$ cat src/sv/cpp_pkg.sv
`default_nettype none
// ----------------------------------------------------------------------------
// cpp_pkg
// Shared widths, constants and types of the closest point on polyline block.
// ----------------------------------------------------------------------------
package cpp_pkg;

   localparam int CoordFracBits = 8;
   localparam int PosFracBits   = 16;

   localparam int CoordW = 32;
   localparam int MagW   = CoordW + 1;
   localparam int MulW   = 35;
   localparam int ProdW  = 2 * MulW;
   localparam int WideW  = 68;
   localparam int TW     = PosFracBits + 1;
   localparam int DistW  = 33;
   localparam int ArcW   = 48;
   localparam int RootW  = ProdW / 2;
   localparam int PieceW = 37;
   localparam int RLen   = CoordW + 2;

   localparam logic [TW-1:0]    OneT    = TW'(1) << PosFracBits;
   localparam logic [ProdW-1:0] HalfT   = ProdW'(1) << (PosFracBits - 1);
   localparam logic [DistW-1:0] DistMax = '1;
   localparam logic [ArcW-1:0]  ArcMax  = '1;
   localparam logic [WideW-1:0] EpsLen2 =
      WideW'((64'd1 << (2 * CoordFracBits)) / 64'd100000000);
   localparam logic [ArcW-1:0]  EpsLen  =
      ArcW'((64'd1 << CoordFracBits) / 64'd100000000);

   typedef enum logic [13:0] {
      S_IDLE   = 14'b00000000000001,
      S_SETUP  = 14'b00000000000010,
      S_MUL_GO = 14'b00000000000100,
      S_MUL_W  = 14'b00000000001000,
      S_TSEL   = 14'b00000000010000,
      S_DIV    = 14'b00000000100000,
      S_SQD    = 14'b00000001000000,
      S_SQD_W  = 14'b00000010000000,
      S_SQL    = 14'b00000100000000,
      S_SQL_W  = 14'b00001000000000,
      S_UPD    = 14'b00010000000000,
      S_FINISH = 14'b00100000000000,
      S_ARC    = 14'b01000000000000,
      S_LOAD   = 14'b10000000000000
   } state_type;

   typedef enum logic [2:0] {
      P_LEN2,
      P_DOT,
      P_CAND,
      P_D2,
      P_PIECE
   } phase_type;

   typedef struct packed {
      logic start;
      logic done;
   } unit_ctl_type;

endpackage
`default_nettype wire

$ cat src/sv/cpp_sqrt.sv
`default_nettype none
// ----------------------------------------------------------------------------
// cpp_sqrt
// Restoring integer square root, one root bit per cycle.
// ----------------------------------------------------------------------------
module cpp_sqrt import cpp_pkg::*; (
   input  wire logic              clock,
   input  wire logic              reset,
   input  wire logic              start,
   input  wire logic [ProdW-1:0]  radicand,
   output logic                   done,
   output logic [RootW-1:0]       root
);

   localparam int RemW = RootW + 3;

   logic [5:0]       cnt_ff;
   logic             run_ff;
   logic             done_ff;
   logic [ProdW-1:0] rad_ff;
   logic [RemW-1:0]  rem_ff;
   logic [RootW-1:0] root_ff;
   logic [RemW-1:0]  rem_sh;
   logic [RemW-1:0]  trial;

   assign rem_sh = {rem_ff[RemW-3:0], rad_ff[ProdW-1 -: 2]};
   assign trial  = {1'b0, root_ff, 2'b01};

   always_ff @(posedge clock) begin
      if (reset) begin
         run_ff  <= 1'b0;
         done_ff <= 1'b0;
         cnt_ff  <= '0;
      end else begin
         done_ff <= 1'b0;
         if (start) begin
            run_ff <= 1'b1;
            cnt_ff <= 6'(RootW);
         end else if (run_ff) begin
            cnt_ff <= cnt_ff - 6'd1;
            if (cnt_ff == 6'd1) begin
               run_ff  <= 1'b0;
               done_ff <= 1'b1;
            end
         end
      end
   end

   always_ff @(posedge clock) begin
      if (start) begin
         rad_ff  <= radicand;
         rem_ff  <= '0;
         root_ff <= '0;
      end else if (run_ff) begin
         rad_ff <= {rad_ff[ProdW-3:0], 2'b00};
         if (rem_sh >= trial) begin
            rem_ff  <= rem_sh - trial;
            root_ff <= {root_ff[RootW-2:0], 1'b1};
         end else begin
            rem_ff  <= rem_sh;
            root_ff <= {root_ff[RootW-2:0], 1'b0};
         end
      end
   end

   assign done = done_ff;
   assign root = root_ff;

endmodule
`default_nettype wire

$ cat config.mk
export PLATFORM = sky130hd
export DESIGN_NAME = cpp_sqrt
export DESIGN_NICKNAME = d
export VERILOG_FILES = /design/src/sv/cpp_pkg.sv /design/src/sv/cpp_sqrt.sv
export SDC_FILE = /design/constraint.sdc
export NUM_CORES = 1
export LEC_CHECK = 0
export BUFFER_PORTS_ARGS = -buffer_cell sky130_fd_sc_hd__buf_2
export CORE_ASPECT_RATIO = 2
export CORE_MARGIN = 2
export CORE_UTILIZATION = 35
export DETAILED_ROUTE_END_ITERATION = 6
export GPL_TIMING_DRIVEN = 0
export PLACE_DENSITY = 0.61
export SETUP_SLACK_MARGIN = 0.15
export SLEW_MARGIN = 20
export SYNTH_ARGS = -nofsm -noshare
export SYNTH_HDL_FRONTEND = slang
export SYNTH_SLANG_ARGS = --single-unit
$ cat constraint.sdc
create_clock -name clock -period 5 [get_ports clock]
set_input_delay 1 -clock clock [delete_from_list [all_inputs] [get_ports clock]]
set_output_delay 1 -clock clock [all_outputs]
set_load 0.02 [all_outputs]
==> metrics.md <==
| Metric | Value |
|---|---|
| Share of layout cells above drive strength 1 | `roughly a quarter` |
| First-pass GRT wire length | `33360 µm` |
| H-tree levels | `4` |
| Core area | `between 0.02 and 0.025 mm²` |
| Postcts setup bufs | `0` |
| Most used DFF post-synth | `dfxtp_1` |
| Worst EP arrival | `roughly 3.6 ns` |
| Hold_buf cts | `0` |
| Via/cell ratio | `about 5.2` |
| Register area | `0.003684 mm²` |
| Post-route ant nets | `0` |
| Post-synthesis async set-or-reset flop share | `0%` |
| Fin crit period | `roughly 3.3 ns` |
| Synth unique cells | `55` |
| Total congestion overflow | `0` |
| RSZ-0062 raised after global routing | `false` |
| CP delay by family, top | `compound AO/OA/AOI/OAI gates` |
| # diodes | `0` |
| Nets | `1023` |
| TritonCTS Buffers | `17` |
| Critical Path Source Type | `register` |
| Clock Sinks | `about 150` |
| Antenna violations before repair | `0` |
| Register share of total power | `around a third` |
| Starting Density | `35.57%` |
| Clock-pin slew on the worst setup and hold paths | `roughly 0.060 ns` |
| Crit. End Element | `register` |
| Clock skew | `between 0.008 and 0.009 ns` |
| Most frequent CP cell | `and3_1` |
| Clk network pwr share | `between 30% and 40%` |
| # port buffers | `106` |
| Die X | `approximately 110 µm` |
| Gpl congestion | `0.9191` |
| Final wirelength | `between 20000 and 25000 µm` |
| Hold wc startpoint | `rem_ff[6]` |
| Worst path bufs/invs | `2` |
| Post-CTS sizing | `0` |
| Area of the multi-input gates | `0.003995 mm²` |
| Pre-CTS setup slack | `between 1.5 and 2 ns` |
| Status | `complete, no violations` |
| Pleak | `slightly below 0.004 µW` |
| Logic pwr share | `between 30 and 40%` |
| CP startpoint | `root[9]` |
| Internal power | `roughly 2800 µW` |
| Synth Warn # | `0` |
| Post-synth EDFFs | `70` |
| Max Cap Violations | `0` |
| Commonest non-fill, non-tap cell in the layout | `buf_2` |
| Reg2reg start | `root[9]` |
| Required @ worst endpoint | `5.34 ns` |
| First-pass DRT Iterations | `5` |
| Largest net degree at the start of global routing | `47` |
| Post-route clock period utilization | `65.21%` |
| Starting DRC count in detailed routing | `~190` |
| Synth Instances | `~800` |
| Final Slew Violations | `0` |
| Max_slew headroom | `a little under half` |
| Die H | `218.5 µm` |
| Worst-path cell chain | `inv_1 > ha_1 > buf_6 > and3_1 > and3_1 > a22oi_1 > o211a_4 > a31oi_4 > a21boi_1 > o21ai_1 > xor2_1 > nand2_1 > a311oi_1` |
| Worst Path Max Fanout | `7` |
| Worst-margin pin slew | `between 0.8 and 0.9 ns` |
| Hold Fails Final Rpt | `0` |
| Register area share after synthesis | `45.74%` |
| Syn nets | `~900` |
| Critical Path Slowest Stage Cell | `a21boi_1` |
| Flops & latches, synth | `between 100 and 150` |
| Crit path largest cell delay | `around 0.52 ns` |
| Commonest non-fill, non-tap cells in the layout | `114 x buf_2, 85 x nor2_1, 79 x dfxtp_1` |
| Number of remaining DRC errors | `0` |
| Pwr/cell area | `between 400 and 500 mW/mm²` |
| Syn Area/Cell | `~10 µm²` |
| Site row count | `between 70 and 80` |
| Setup WS post-layout | `roughly 1.7 ns` |
| CTS tree | `built` |
| Post-Syn Area | `0.008054 mm²` |
| Dpl cell area | `about 0.009 mm²` |
| GRT Total Usage | `around 18%` |
| Clk_lat worst skew | `approximately 0.43 ns` |
| Vias | `a little over 6000` |
| Design area | `between 0.009 and 0.01 mm²` |
| Clk buf depth | `2` |
| Setup Viol. Count Final | `0` |
| Fill count | `approximately 2300` |
| Switching share of power | `approximately a third` |
| Worst Hold Class | `reg -> reg` |
| DR WL/cell | `between 15 and 20 µm` |
| Hpwl dp | `16100 µm` |
| Vias in the first global route | `6618` |
| P&R area growth vs syn | `18.64%` |
| Clock root buffer | `clkbuf_16` |
| Maximum vdd drop | `0.2529 mV` |
| Top Ports | `approximately 110` |
| Max Clk Rate | `~310 MHz` |
| Die area | `between 0.02 and 0.025 mm²` |
| TNS Setup | `0 ns` |
| P_sw | `1421 µW` |
| Crit Path Class | `reg -> reg` |
[layer usage]
layer  vias to the layer above  wire length, µm  global-route usage, %
met4                         0              907                  10.45
met1                      2928             7393                  16.34
met3                        54              957                  4.243
met2                       175            11680                  34.37
li1                       3049                -                      -
met5                         -                0                      0
[through the flow]
step                hold slack [ns]  cells  total power [µW]  utilization (%)
global route                 0.5302   1204              4440            42.20
detailed placement           0.4944   1172              2927            39.59
global placement             0.4775   1171              2914            39.46
floorplan                    0.4631    785              2551                -
CTS                          0.5086   1204              4254            42.20
finish                       0.5078   1204              4215            42.20
[kinds of logic after synthesis]
family	synth area share [%]
AOI/OAI and AO/OA	13.31
xor gates and xnor gates	3.915
adders and majority gates	6.059
buffers and inverters	4.692
DFF	45.74
muxes	14.35
and+or+nand+nor	11.93
[layout make-up]
class / instances / area share (%)
sequential: 149 / 38.55
inverter: 44 / 1.728
tap: 280 / 3.666
buffer: 45 / 2.226
clock inverter: 13 / 1.650
timing repair buffer: 107 / 5.840
clock buffer: 19 / 4.531
multi-input combinational: 547 / 41.81
[power groups by stage]
| stage | combinational (µW) | sequential, µW | clock [µW] |
|---|---|---|---|
| detailed placement | 1430 | 1500 | 0 |
| finish | 1440 | 1470 | 1300 |
| global route | 1580 | 1480 | 1380 |
| global placement | 1420 | 1500 | 0 |
| CTS | 1440 | 1470 | 1340 |
| floorplan | 1080 | 1470 | 0 |
[flip-flops by register name, indices dropped and copies added, names as in the netlist]
register and flops:
cnt_ff 6, done 1, rad_ff 70, rem_ff 36
root 35, run_ff 1
[worst register-to-register path, stage by stage (launching register included)]
cell and delay (ns):
dfxtp_1 0.37, inv_1 0.06, ha_1 0.30, buf_6 0.14, and3_1 0.18, and3_1 0.22
a22oi_1 0.31, o211a_4 0.26, a31oi_4 0.13, a21boi_1 0.52, o21ai_1 0.18, xor2_1 0.18
nand2_1 0.07, a311oi_1 0.26
[path summary, 6_finish.rpt]
kind | end | slack, ns | cells after the start
setup / recovery | rem_ff[35] | 1.74 | 13
hold / removal | rem_ff[8] | 0.51 | 2
setup reg to reg | rem_ff[35] | 1.74 | 13
hold reg to reg | rem_ff[8] | 0.51 | 2
[cell usage after synthesis (all sizes together), types with 19 or more instances]
| master | count | area, µm² |
|---|---|---|
| a21o | 23 | 172.7 |
| mux2i | 39 | 390.4 |
| xnor2 | 19 | 166.4 |
| edfxtp | 70 | 2102 |
| mux2 | 68 | 765.7 |
| nand2 | 73 | 274.0 |
| inv | 44 | 165.2 |
| a21oi | 35 | 178.9 |
| buf | 21 | 122.6 |
| a311oi | 24 | 210.2 |
| dfxtp | 79 | 1582 |
| nor2 | 86 | 325.3 |
| clkbuf | 24 | 90.09 |
| ha | 39 | 488.0 |
Power figures use the tool's default switching activity.
