$ cat src/sv/cpp_pkg.sv
`default_nettype none
// ----------------------------------------------------------------------------
// cpp_pkg
// Shared widths, constants and types of the closest point on polyline block.
// ----------------------------------------------------------------------------
package cpp_pkg;

   localparam int CoordFracBits = 8;
   localparam int PosFracBits   = 16;

   localparam int CoordW = 32;
   localparam int MagW   = CoordW + 1;
   localparam int MulW   = 35;
   localparam int ProdW  = 2 * MulW;
   localparam int WideW  = 68;
   localparam int TW     = PosFracBits + 1;
   localparam int DistW  = 33;
   localparam int ArcW   = 48;
   localparam int RootW  = ProdW / 2;
   localparam int PieceW = 37;
   localparam int RLen   = CoordW + 2;

   localparam logic [TW-1:0]    OneT    = TW'(1) << PosFracBits;
   localparam logic [ProdW-1:0] HalfT   = ProdW'(1) << (PosFracBits - 1);
   localparam logic [DistW-1:0] DistMax = '1;
   localparam logic [ArcW-1:0]  ArcMax  = '1;
   localparam logic [WideW-1:0] EpsLen2 =
      WideW'((64'd1 << (2 * CoordFracBits)) / 64'd100000000);
   localparam logic [ArcW-1:0]  EpsLen  =
      ArcW'((64'd1 << CoordFracBits) / 64'd100000000);

   typedef enum logic [13:0] {
      S_IDLE   = 14'b00000000000001,
      S_SETUP  = 14'b00000000000010,
      S_MUL_GO = 14'b00000000000100,
      S_MUL_W  = 14'b00000000001000,
      S_TSEL   = 14'b00000000010000,
      S_DIV    = 14'b00000000100000,
      S_SQD    = 14'b00000001000000,
      S_SQD_W  = 14'b00000010000000,
      S_SQL    = 14'b00000100000000,
      S_SQL_W  = 14'b00001000000000,
      S_UPD    = 14'b00010000000000,
      S_FINISH = 14'b00100000000000,
      S_ARC    = 14'b01000000000000,
      S_LOAD   = 14'b10000000000000
   } state_type;

   typedef enum logic [2:0] {
      P_LEN2,
      P_DOT,
      P_CAND,
      P_D2,
      P_PIECE
   } phase_type;

   typedef struct packed {
      logic start;
      logic done;
   } unit_ctl_type;

endpackage
`default_nettype wire

$ cat src/sv/cpp_mul.sv
`default_nettype none
// ----------------------------------------------------------------------------
// cpp_mul
// Bit-serial shift-add multiplier, multiplier bits taken MSB first.
// ----------------------------------------------------------------------------
module cpp_mul import cpp_pkg::*; (
   input  wire logic             clock,
   input  wire logic             reset,
   input  wire logic             start,
   input  wire logic [MulW-1:0]  mul_a,
   input  wire logic [MulW-1:0]  mul_b,
   output logic                  done,
   output logic [ProdW-1:0]      product
);

   logic [5:0]       cnt_ff;
   logic             run_ff;
   logic             done_ff;
   logic [MulW-1:0]  a_ff;
   logic [MulW-1:0]  b_ff;
   logic [ProdW-1:0] p_ff;
   logic [ProdW-1:0] p_in;

   assign p_in = {p_ff[ProdW-2:0], 1'b0} + (b_ff[MulW-1] ? ProdW'(a_ff) : '0);

   always_ff @(posedge clock) begin
      if (reset) begin
         run_ff  <= 1'b0;
         done_ff <= 1'b0;
         cnt_ff  <= '0;
      end else begin
         done_ff <= 1'b0;
         if (start) begin
            run_ff <= 1'b1;
            cnt_ff <= 6'(MulW);
         end else if (run_ff) begin
            cnt_ff <= cnt_ff - 6'd1;
            if (cnt_ff == 6'd1) begin
               run_ff  <= 1'b0;
               done_ff <= 1'b1;
            end
         end
      end
   end

   always_ff @(posedge clock) begin
      if (start) begin
         a_ff <= mul_a;
         b_ff <= mul_b;
         p_ff <= '0;
      end else if (run_ff) begin
         b_ff <= {b_ff[MulW-2:0], 1'b0};
         p_ff <= p_in;
      end
   end

   assign done    = done_ff;
   assign product = p_ff;

endmodule
`default_nettype wire

$ cat config.mk
export PLATFORM = sky130hd
export DESIGN_NAME = cpp_mul
export DESIGN_NICKNAME = d
export VERILOG_FILES = /design/src/sv/cpp_pkg.sv /design/src/sv/cpp_mul.sv
export SDC_FILE = /design/constraint.sdc
export NUM_CORES = 1
export LEC_CHECK = 0
export BUFFER_PORTS_ARGS = -buffer_cell sky130_fd_sc_hd__buf_2
export CORE_ASPECT_RATIO = 1.4
export CORE_MARGIN = 4
export CORE_UTILIZATION = 57
export CTS_CLUSTER_DIAMETER = 30
export DETAILED_ROUTE_END_ITERATION = 12
export PLACE_DENSITY_LB_ADDON = 0.08
export SLEW_MARGIN = 40
export SYNTH_ARGS = -nofsm -noshare
export SYNTH_HDL_FRONTEND = slang
export SYNTH_SLANG_ARGS = --single-unit
export TNS_END_PERCENT = 100
$ cat constraint.sdc
create_clock -name clock -period 4.05 [get_ports clock]
set_input_delay 0 -clock clock [delete_from_list [all_inputs] [get_ports clock]]
set_output_delay 0 -clock clock [all_outputs]
set_load 0.02 [all_outputs]
==> flow_metrics.env, run 1 <==
export IMPL_status="finished clean"
export IMPL_antenna_found_initial=0
export IMPL_synth_cells=851
export IMPL_num_vias=7257
export IMPL_cts_setup_buffers=0
export IMPL_max_cap_viol_count=0
export IMPL_port_buffers=143
export IMPL_drc=0
export IMPL_syn_avg_cell_area_um2=9.708
export IMPL_cp_required_ns=4.37
export IMPL_fin_crit_sh=0.9060
export IMPL_drive_above_1_share=0.2253
export IMPL_ios=144
export IMPL_synth_simple_area_share=0.1793
export IMPL_routed_wl_mm=21.39
export IMPL_wl_per_cell_um=17.16
export IMPL_postRouteAntennaNets=0
export IMPL_p_leak_nw=4.282
export IMPL_die_y_um=150.5
export IMPL_clk_pin_slew_ns=0.08
export IMPL_whs_ns=0.02120
export IMPL_path_class="flip-flop to flip-flop"
export IMPL_cts_hold_buf=71
export IMPL_r2r_cells=10
export IMPL_insertion_delay_ns=0.42
export IMPL_h_tree_depth=4
export IMPL_cts_root_buf="clkbuf_16"
export IMPL_ys_ff_latch=148
export IMPL_drt_pass1_iterations=5
export IMPL_finalCriticalPeriod_ns=3.669
export IMPL_syn_to_final_growth_pct=26.29
export IMPL_synth_ff_type="dfxtp_1"
export IMPL_cts_tree="yes"
export IMPL_nets=1158
export IMPL_hold_end="product[13]$_SDFFE_PP0P_"
export IMPL_min_from="start"
export IMPL_r2r_slack_ns=0.38
export IMPL_synth_compound_area_share=0.1584
export IMPL_yosys_cell_count_top_type="nor2_1"
export IMPL_dp_hpwl_mm=14.58
export IMPL_muxShareOfSynthArea=0.07663
export IMPL_synth_xor_area_frac=0.05407
export IMPL_skew_ns=0.02082
export IMPL_clockBufferDepth=2
export IMPL_yosys_area_top_type="edfxtp_1"
export IMPL_yosys_area_share_adder=0.05694
export IMPL_synth_edf_count=70
export IMPL_die_area_um2=16510
export IMPL_synthesis_nets=961
export IMPL_fp_dieW_um=109.8
export IMPL_ys_async_sr_fraction=0
export IMPL_antennaDiodeCount=0
export IMPL_min_path_cells=2
export IMPL_yosysWarnings=0
export IMPL_cts_resized=0
export IMPL_synth_top_area_share=0.2544
export IMPL_hold_viol_final=0
export IMPL_hold_class="input pin to flip-flop"
export IMPL_avgViaCountPerCell=5.824
export IMPL_drv_slew=0
export IMPL_worst_pin_slew_ns=0.7286
export IMPL_place_congestion=0.8886
export IMPL_netlist_area_um2=8262
export IMPL_grt_pass1_vias=7154
export IMPL_grt_overflow_total=0
export IMPL_synthTopCellsByArea="edfxtp_1 25%, dfxtp_1 19%, ha_1 5.5%, mux2_2 4.6%, xnor2_1 3.7%"
export IMPL_synth_cell_types=69
export IMPL_start_kind="flip-flop"
export IMPL_numCtsBuffers=17
export IMPL_max_slew_margin=0.5142
export IMPL_regToRegEndpoint="product[55]$_SDFFE_PP0P_"
export IMPL_crit_path_end_kind="flip-flop"
export IMPL_setup_viol=0
export IMPL_synth_top_family_by_area="simple AND/OR/NAND/NOR gates"
export IMPL_grt_max_degree=59
export IMPL_path_max_fanout=12
export IMPL_r2r_start="b_ff[34]$_DFFE_PP_"
export IMPL_powerDensity_nw_per_um2=394.1
export IMPL_start_util=0.5885
export IMPL_grt_pass1_wl_mm=34.70
export IMPL_rows=51
export IMPL_numClockSinks=148
export IMPL_core_area_um2=14040
export IMPL_track_usage=0.2634
export IMPL_rsz0062_at_grt="false"
export IMPL_ys_seq_area_frac=0.4434
export IMPL_ir_worst_vdd_v=0.0002563
export IMPL_synthTopCellsByCount="79 x nor2_1, 78 x dfxtp_1, 70 x edfxtp_1"
export IMPL_tns_ns=0
export IMPL_max_freq_mhz=272.5
export IMPL_drt_initial_drc_count=512
export IMPL_cp_arrival_ns=3.99
[metal layers]
metal,GRT usage,up-vias,share of wire
met5,0,-,0
met4,0.1029,0,0.028
met3,0.04934,51,0.048
met2,0.4557,236,0.51
met1,0.3209,3438,0.41
li1,-,3532,-
[state kept, by name, indices dropped and copies added (netlist names)]
signal	count
cnt_ff	6
a_ff	35
done	1
b_ff	35
product	70
run_ff	1
[how the worst max path moves through the flow]
stage	end	startpoint	cells past startpoint
after global placement	product[57]$_SDFFE_PP0P_	b_ff[34]$_DFFE_PP_	10
final	product[55]$_SDFFE_PP0P_	b_ff[34]$_DFFE_PP_	10
after detailed placement	product[59]$_SDFFE_PP0P_	b_ff[34]$_DFFE_PP_	10
after CTS	product[59]$_SDFFE_PP0P_	b_ff[34]$_DFFE_PP_	10
after global routing	product[66]$_SDFFE_PP0P_	b_ff[34]$_DFFE_PP_	11
after floorplan	product[59]$_SDFFE_PP0P_	b_ff[34]$_DFFE_PP_	12
[power breakdown]
| group | leakage (nW) | switching, mW | internal, mW |
|---|---|---|---|
| clock | 0.285 | 0.754 | 0.837 |
| combinational | 2.67 | 0.417 | 0.325 |
| sequential | 1.33 | 0.0835 | 1.69 |
[final cells by class]
| class | instances | area (µm²) |
|---|---|---|
| Timing Repair Buffer | 226 | 1519 |
| Fill cell | 1031 | 3605 |
| Multi-Input combinational cell | 637 | 4343 |
| Sequential cell | 148 | 3665 |
| Clock buffer | 17 | 425.4 |
| Tap cell | 185 | 231.5 |
| Clock inverter | 15 | 182.7 |
| Inverter | 18 | 67.56 |
[stage by stage]
step / utilization / setup WS [ns] / instances / total power [mW] / area (µm²)
after global routing: 0.7432 / 0.1170 / 1246 / 4.283 / 10430
after global placement: 0.6493 / 0.4759 / 1143 / 2.472 / 9115
final: 0.7432 / 0.3806 / 1246 / 4.111 / 10430
after floorplan: - / 0.7793 / 851 / 2.276 / 8262
after CTS: 0.7432 / 0.3517 / 1246 / 4.121 / 10430
after detailed placement: 0.6493 / 0.3710 / 1143 / 2.488 / 9115
[cells in the final DEF, fill, tap and decap left out, types with 18 or more instances in the layout]
cell / Yosys / routed
a21oi_1: 48 / 48
and2_1: 38 / 38
buf_2: 2 / 142
dfxtp_1: 78 / 77
dlygate4sd3_1: 0 / 71
edfxtp_1: 70 / 70
ha_1: 36 / 36
inv_1: 18 / 18
mux2_2: 34 / 34
mux2i_1: 25 / 25
nand2_1: 69 / 69
nand3_1: 27 / 27
nor2_1: 79 / 78
o21ai_0: 43 / 43
xnor2_1: 35 / 35
[cells by family after synthesis]
| group | count (synthesis) |
|---|---|
| and+or+nand+nor | 295 |
| muxes | 59 |
| xor gates and xnor gates | 51 |
| DFF | 148 |
| adders and majority gates | 37 |
| AOI/OAI and AO/OA | 195 |
| buffers and inverters | 66 |
[worst max-delay path, stage by stage, from the launching register on]
cell and delay [ns]:
edfxtp_1 0.47, buf_4 0.22, and2_1 0.14, ha_1 0.33
or3b_4 0.40, a2111o_1 0.46, a21oi_2 0.19, o21a_1 0.44
o211ai_4 0.19, or4_1 0.44, a311oi_1 0.30
No activity file was read; power rests on OpenSTA's default activity.
==> inputs of run 2 (changes only) <==
--- a/config.mk
+++ b/config.mk
@@ -11,6 +11,7 @@
 export CORE_UTILIZATION = 57
 export CTS_CLUSTER_DIAMETER = 30
 export DETAILED_ROUTE_END_ITERATION = 12
+export GPL_TIMING_DRIVEN = 0
 export PLACE_DENSITY_LB_ADDON = 0.08
 export SLEW_MARGIN = 40
 export SYNTH_ARGS = -nofsm -noshare
==> constraint.sdc (replaced) <==
create_clock -name clock -period 4.05 [get_ports clock]
set_input_delay 1.0125 -clock clock [delete_from_list [all_inputs] [get_ports clock]]
set_output_delay 1.0125 -clock clock [all_outputs]
set_load 0.02 [all_outputs]
==> flow_metrics.env, run 2 (synthesis gave the netlist of run 1 again) <==
export IMPL_cts_setup_buffers=0
export IMPL_finalCriticalPeriod_ns=3.909
export IMPL_ios=144
export IMPL_max_slew_margin=0.4705
export IMPL_clockBufferDepth=2
export IMPL_grt_pass1_vias=6750
export IMPL_fp_dieW_um=109.8
export IMPL_power_total_mw=4.063
export IMPL_die_area_um2=16510
export IMPL_hold_end="product[24]$_SDFFE_PP0P_"
export IMPL_postRouteAntennaNets=0
export IMPL_stdcell_area_um2=9863
export IMPL_drive_above_1_share=0.2281
export IMPL_cpMaxStageDelayCell="or4b_2"
export IMPL_hold_viol_final=0
export IMPL_insertion_delay_ns=0.43
export IMPL_setup_viol=0
export IMPL_clk_pin_slew_ns=0.07
export IMPL_h_tree_depth=4
export IMPL_start_kind="flip-flop"
export IMPL_syn_to_final_growth_pct=19.39
export IMPL_worst_pin_slew_ns=0.7943
export IMPL_min_from="product[24]$_SDFFE_PP0P_"
export IMPL_slowest_delay_ns=0.62
export IMPL_max_cap_viol_count=0
export IMPL_numClockSinks=148
export IMPL_nets=1123
export IMPL_grt_max_degree=37
export IMPL_r2r_cells=12
export IMPL_status="finished clean"
export IMPL_min_path_cells=2
export IMPL_start_util=0.5885
export IMPL_layout_commonest_cell="buf_2"
export IMPL_regToRegEndpoint="product[33]$_SDFFE_PP0P_"
export IMPL_crit_top_cell="or4b_2"
export IMPL_dp_hpwl_mm=15.10
export IMPL_final_util=0.7026
export IMPL_powerDensity_nw_per_um2=412.0
export IMPL_r2r_slack_ns=0.14
export IMPL_largest_reg_flops=70
export IMPL_routed_wl_mm=20.62
export IMPL_num_vias=7023
export IMPL_final_cell_mix="143 x buf_2, 79 x nor2_1, 78 x dfxtp_1"
export IMPL_crit_path_end_kind="flip-flop"
export IMPL_drt_initial_drc_count=405
export IMPL_rsz0062_at_grt="true"
export IMPL_path_max_fanout=10
export IMPL_grt_pass1_wl_mm=33.26
export IMPL_antenna_found_initial=0
export IMPL_dpl_cell_area_um2=9231
export IMPL_max_freq_mhz=255.8
export IMPL_fin_crit_sh=0.9652
export IMPL_antennaDiodeCount=0
export IMPL_rows=51
export IMPL_place_congestion=0.8969
export IMPL_numCtsBuffers=17
export IMPL_track_usage=0.2566
export IMPL_wl_per_cell_um=17.03
export IMPL_r2r_start="b_ff[34]$_DFFE_PP_"
export IMPL_die_y_um=150.5
export IMPL_cts_root_buf="clkbuf_16"
export IMPL_path_class="flip-flop to flip-flop"
export IMPL_drv_slew=0
export IMPL_core_area_um2=14040
export IMPL_ir_worst_vdd_v=0.0002635
export IMPL_cp_required_ns=4.33
export IMPL_hold_class="flip-flop to flip-flop"
export IMPL_p_leak_nw=4.027
export IMPL_cp_arrival_ns=4.19
export IMPL_grt_overflow_total=0
export IMPL_drc=0
export IMPL_skew_ns=0.01603
export IMPL_cts_tree="yes"
export IMPL_avgViaCountPerCell=5.799
export IMPL_drt_pass1_iterations=5
export IMPL_port_buffers=142
export IMPL_crit_chain="clkbuf_2 -> and2_1 -> ha_1 -> clkbuf_1 -> and3_1 -> a31o_2 -> or4b_2 -> and3b_1 -> o21ai_0 -> a311oi_1 -> or4b_2 -> o211ai_1"
## run 2: changes by cell type in the layout (fill, tap and decap cells not counted), moves of 2 or more
cell,delta
dlygate4sd3_1,-71
clkbuf_1,+40
buf_4,-12
buf_1,+3
clkinvlp_4,-3
a2111oi_0,-2
clkbuf_2,+2
clkinv_4,+2
inv_8,+2
## run 2: worst max-delay path by stage
| stage | from | end |
|---|---|---|
| floorplan | b_ff[34]$_DFFE_PP_ | product[59]$_SDFFE_PP0P_ |
| detailed placement | b_ff[34]$_DFFE_PP_ | product[66]$_SDFFE_PP0P_ |
| CTS | b_ff[34]$_DFFE_PP_ | product[66]$_SDFFE_PP0P_ |
| finish | b_ff[34]$_DFFE_PP_ | product[33]$_SDFFE_PP0P_ |
| global placement | start | b_ff[15]$_DFFE_PP_ |
| global route | b_ff[34]$_DFFE_PP_ | product[33]$_SDFFE_PP0P_ |
## run 2: stage by stage
stage / setup TNS [ns] / hold slack (ns) / setup WS [ns] / instances
floorplan: 0 / 0.5221 / 0.7793 / 851
detailed placement: 0 / 0.4774 / 0.01246 / 1179
global placement: -3.446 / 0.4703 / -0.09528 / 1178
CTS: 0 / 0.4884 / 0.05806 / 1211
global route: -0.09670 / 0.5017 / -0.09670 / 1211
finish: 0 / 0.4855 / 0.1408 / 1211
## run 2: area by class of cell
cell class	count	area (µm²)
Multi-Input combinational cell	637	4358
Timing Repair Buffer	143	740.7
Clock buffer	17	425.4
Buffer	48	192.7
Tap cell	185	231.5
Clock inverter	15	183.9
Inverter	18	67.56
Fill cell	1169	4175
Sequential cell	148	3664
## run 2: metal layers
| metal | track usage | wire [µm] |
|---|---|---|
| met1 | 0.3316 | 8635 |
| met2 | 0.4343 | 10370 |
| met3 | 0.04161 | 1254 |
| met4 | 0.08734 | 362 |
| met5 | 0 | 0 |
## run 2: critical path: cells and delay by family, from the launching register on
family	cells	cell delay, ns
and+or+nand+nor	5	1.53
adders and majority gates	1	0.26
AOI/OAI and AO/OA	4	0.97
buffers and inverters	2	0.44
DFF	1	0.56
## run 2: repair_timing
item,CTS,global route
hold buffers,0,0
gates resized for setup,1,7
endpoints found under the setup margin,2,6
## run 2: report_power, final
group / internal [mW] / leakage [nW] / switching, mW
sequential: 1.69 / 1.33 / 0.0746
combinational: 0.280 / 2.40 / 0.427
clock: 0.839 / 0.297 / 0.748
total: 2.81 / 4.03 / 1.25
==> inputs of run 3 (changes only) <==
--- a/config.mk
+++ b/config.mk
@@ -5,6 +5,7 @@
 export SDC_FILE = /design/constraint.sdc
 export NUM_CORES = 1
 export LEC_CHECK = 0
+export ABC_AREA = 0
 export BUFFER_PORTS_ARGS = -buffer_cell sky130_fd_sc_hd__buf_2
 export CORE_ASPECT_RATIO = 1.4
 export CORE_MARGIN = 4
@@ -12,6 +13,7 @@
 export CTS_CLUSTER_DIAMETER = 30
 export DETAILED_ROUTE_END_ITERATION = 12
 export GPL_TIMING_DRIVEN = 0
+export MAX_ROUTING_LAYER = met4
 export PLACE_DENSITY_LB_ADDON = 0.08
 export SLEW_MARGIN = 40
 export SYNTH_ARGS = -nofsm -noshare
==> flow_metrics.env, run 3 (synthesis gave the netlist of run 1 again) <==
export IMPL_status="finished clean"
export IMPL_start_kind="flip-flop"
export IMPL_dpl_cell_count=1179
export IMPL_post_place_ws_ns=-0.02298
export IMPL_clockBufferDepth=2
export IMPL_postRouteAntennaNets=0
export IMPL_start_util=0.5885
export IMPL_drt_initial_drc_count=353
export IMPL_final_cell_mix="143 x buf_2, 79 x nor2_1, 78 x dfxtp_1"
export IMPL_grt_pass1_wl_mm=34.31
export IMPL_dp_hpwl_mm=15.38
export IMPL_fin_ws_ns=0.2239
export IMPL_stdcell_area_um2=9846
export IMPL_p_leak_nw=4.024
export IMPL_cts_root_buf="clkbuf_16"
export IMPL_track_usage=0.2728
export IMPL_power_total_mw=4.067
export IMPL_layout_commonest_cell="buf_2"
export IMPL_cts_setup_buffers=0
export IMPL_drt_pass1_iterations=5
export IMPL_hold_class="flip-flop to flip-flop"
export IMPL_cp_arrival_ns=4.12
export IMPL_rsz0062_at_grt="false"
export IMPL_multi_input_area_um2=4365
export IMPL_fin_crit_sh=0.9447
export IMPL_largest_reg_flops=70
export IMPL_grt_pass1_vias=6866
export IMPL_final_util=0.7013
export IMPL_wl_per_cell_um=17.42
export IMPL_h_tree_depth=4
export IMPL_routed_wl_mm=21.10
export IMPL_drv_slew=0
export IMPL_max_freq_mhz=261.4
export IMPL_rows=51
export IMPL_syn_to_final_growth_pct=19.17
export IMPL_crit_path_end_kind="flip-flop"
export IMPL_dpl_cell_area_um2=9229
export IMPL_cts_tree="yes"
export IMPL_port_buffers=142
export IMPL_numCtsBuffers=17
export IMPL_path_max_fanout=10
export IMPL_num_vias=7053
export IMPL_n_fill_cell=1175
export IMPL_max_cap_viol_count=0
export IMPL_worst_pin_slew_ns=0.7111
export IMPL_antenna_found_initial=0
export IMPL_core_area_um2=14040
export IMPL_antennaDiodeCount=0
export IMPL_numClockSinks=148
export IMPL_insertion_delay_ns=0.43
export IMPL_path_class="flip-flop to flip-flop"
export IMPL_fp_dieW_um=109.8
export IMPL_tns_ns=0
export IMPL_skew_ns=0.01028
export IMPL_cts_hold_buf=0
export IMPL_finalCriticalPeriod_ns=3.826
export IMPL_clk_pin_slew_ns=0.06
export IMPL_ir_worst_vdd_v=0.0002605
export IMPL_max_slew_margin=0.5250
export IMPL_grt_overflow_total=0
export IMPL_drc=0
export IMPL_finalNonFillerCells=1211
export IMPL_die_y_um=150.5
export IMPL_grt_max_degree=37
export IMPL_setup_viol=0
export IMPL_whs_ns=0.4822
export IMPL_powerDensity_nw_per_um2=413.0
export IMPL_die_area_um2=16510
export IMPL_hold_viol_final=0
export IMPL_avgViaCountPerCell=5.824
export IMPL_regArea_um2=3664
export IMPL_nets=1123
export IMPL_place_congestion=0.9049
export IMPL_ios=144
export IMPL_drive_above_1_share=0.2300
export IMPL_cp_required_ns=4.34
-- run 3: changes by cell type in the layout (fill, tap and decap cells not counted), sizes merged --
cell    change
bufinv      +1
clkinv      -3
inv         +2
-- run 3: power breakdown --
group	internal (mW)	switching, mW	total (mW)
clock	0.876	0.708	1.58
sequential	1.70	0.0768	1.77
combinational	0.280	0.430	0.710
total	2.85	1.22	4.07
-- run 3: worst paths after layout --
| check | from | end | slack (ns) | cells after the start |
|---|---|---|---|---|
| worst max-delay path | b_ff[34]$_DFFE_PP_ | product[33]$_SDFFE_PP0P_ | 0.22 | 12 |
| worst min-delay path | product[26]$_SDFFE_PP0P_ | product[26]$_SDFFE_PP0P_ | 0.48 | 2 |
| worst max register to register | b_ff[34]$_DFFE_PP_ | product[33]$_SDFFE_PP0P_ | 0.22 | 12 |
| worst min register to register | product[26]$_SDFFE_PP0P_ | product[26]$_SDFFE_PP0P_ | 0.48 | 2 |
-- run 3: routing by layer --
layer	wire length, µm	up-vias	global-route usage
li1	-	3446	-
met1	8821	3361	0.3403
met2	10730	211	0.4548
met3	1133	35	0.04633
met4	408	0	0.07798
met5	0	-	-
-- run 3: what timing repair did --
action | in CTS | in global routing
resized for setup | 1 | 11
endpoints found under the setup margin | 3 | 10
cloned | 0 | 0
-- run 3: cell type report --
class / instances / area share
multi-input cells: 637 / 0.4434
flip-flops and latches: 148 / 0.3721
repair buffers: 143 / 0.07447
clock buffers: 17 / 0.04321
well taps: 185 / 0.02351
plain buffers: 48 / 0.01982
clock inverters: 15 / 0.01665
inverters: 18 / 0.006862
-- run 3: critical path, cell delays in order, from the launching register on --
cell	delay (ns)
edfxtp_1	0.56
clkbuf_2	0.26
and2_1	0.17
ha_1	0.27
clkbuf_1	0.19
and3_1	0.24
a31o_2	0.25
or4b_2	0.62
and3b_1	0.31
o21ai_0	0.18
a311oi_1	0.40
or4b_2	0.19
o211ai_1	0.07
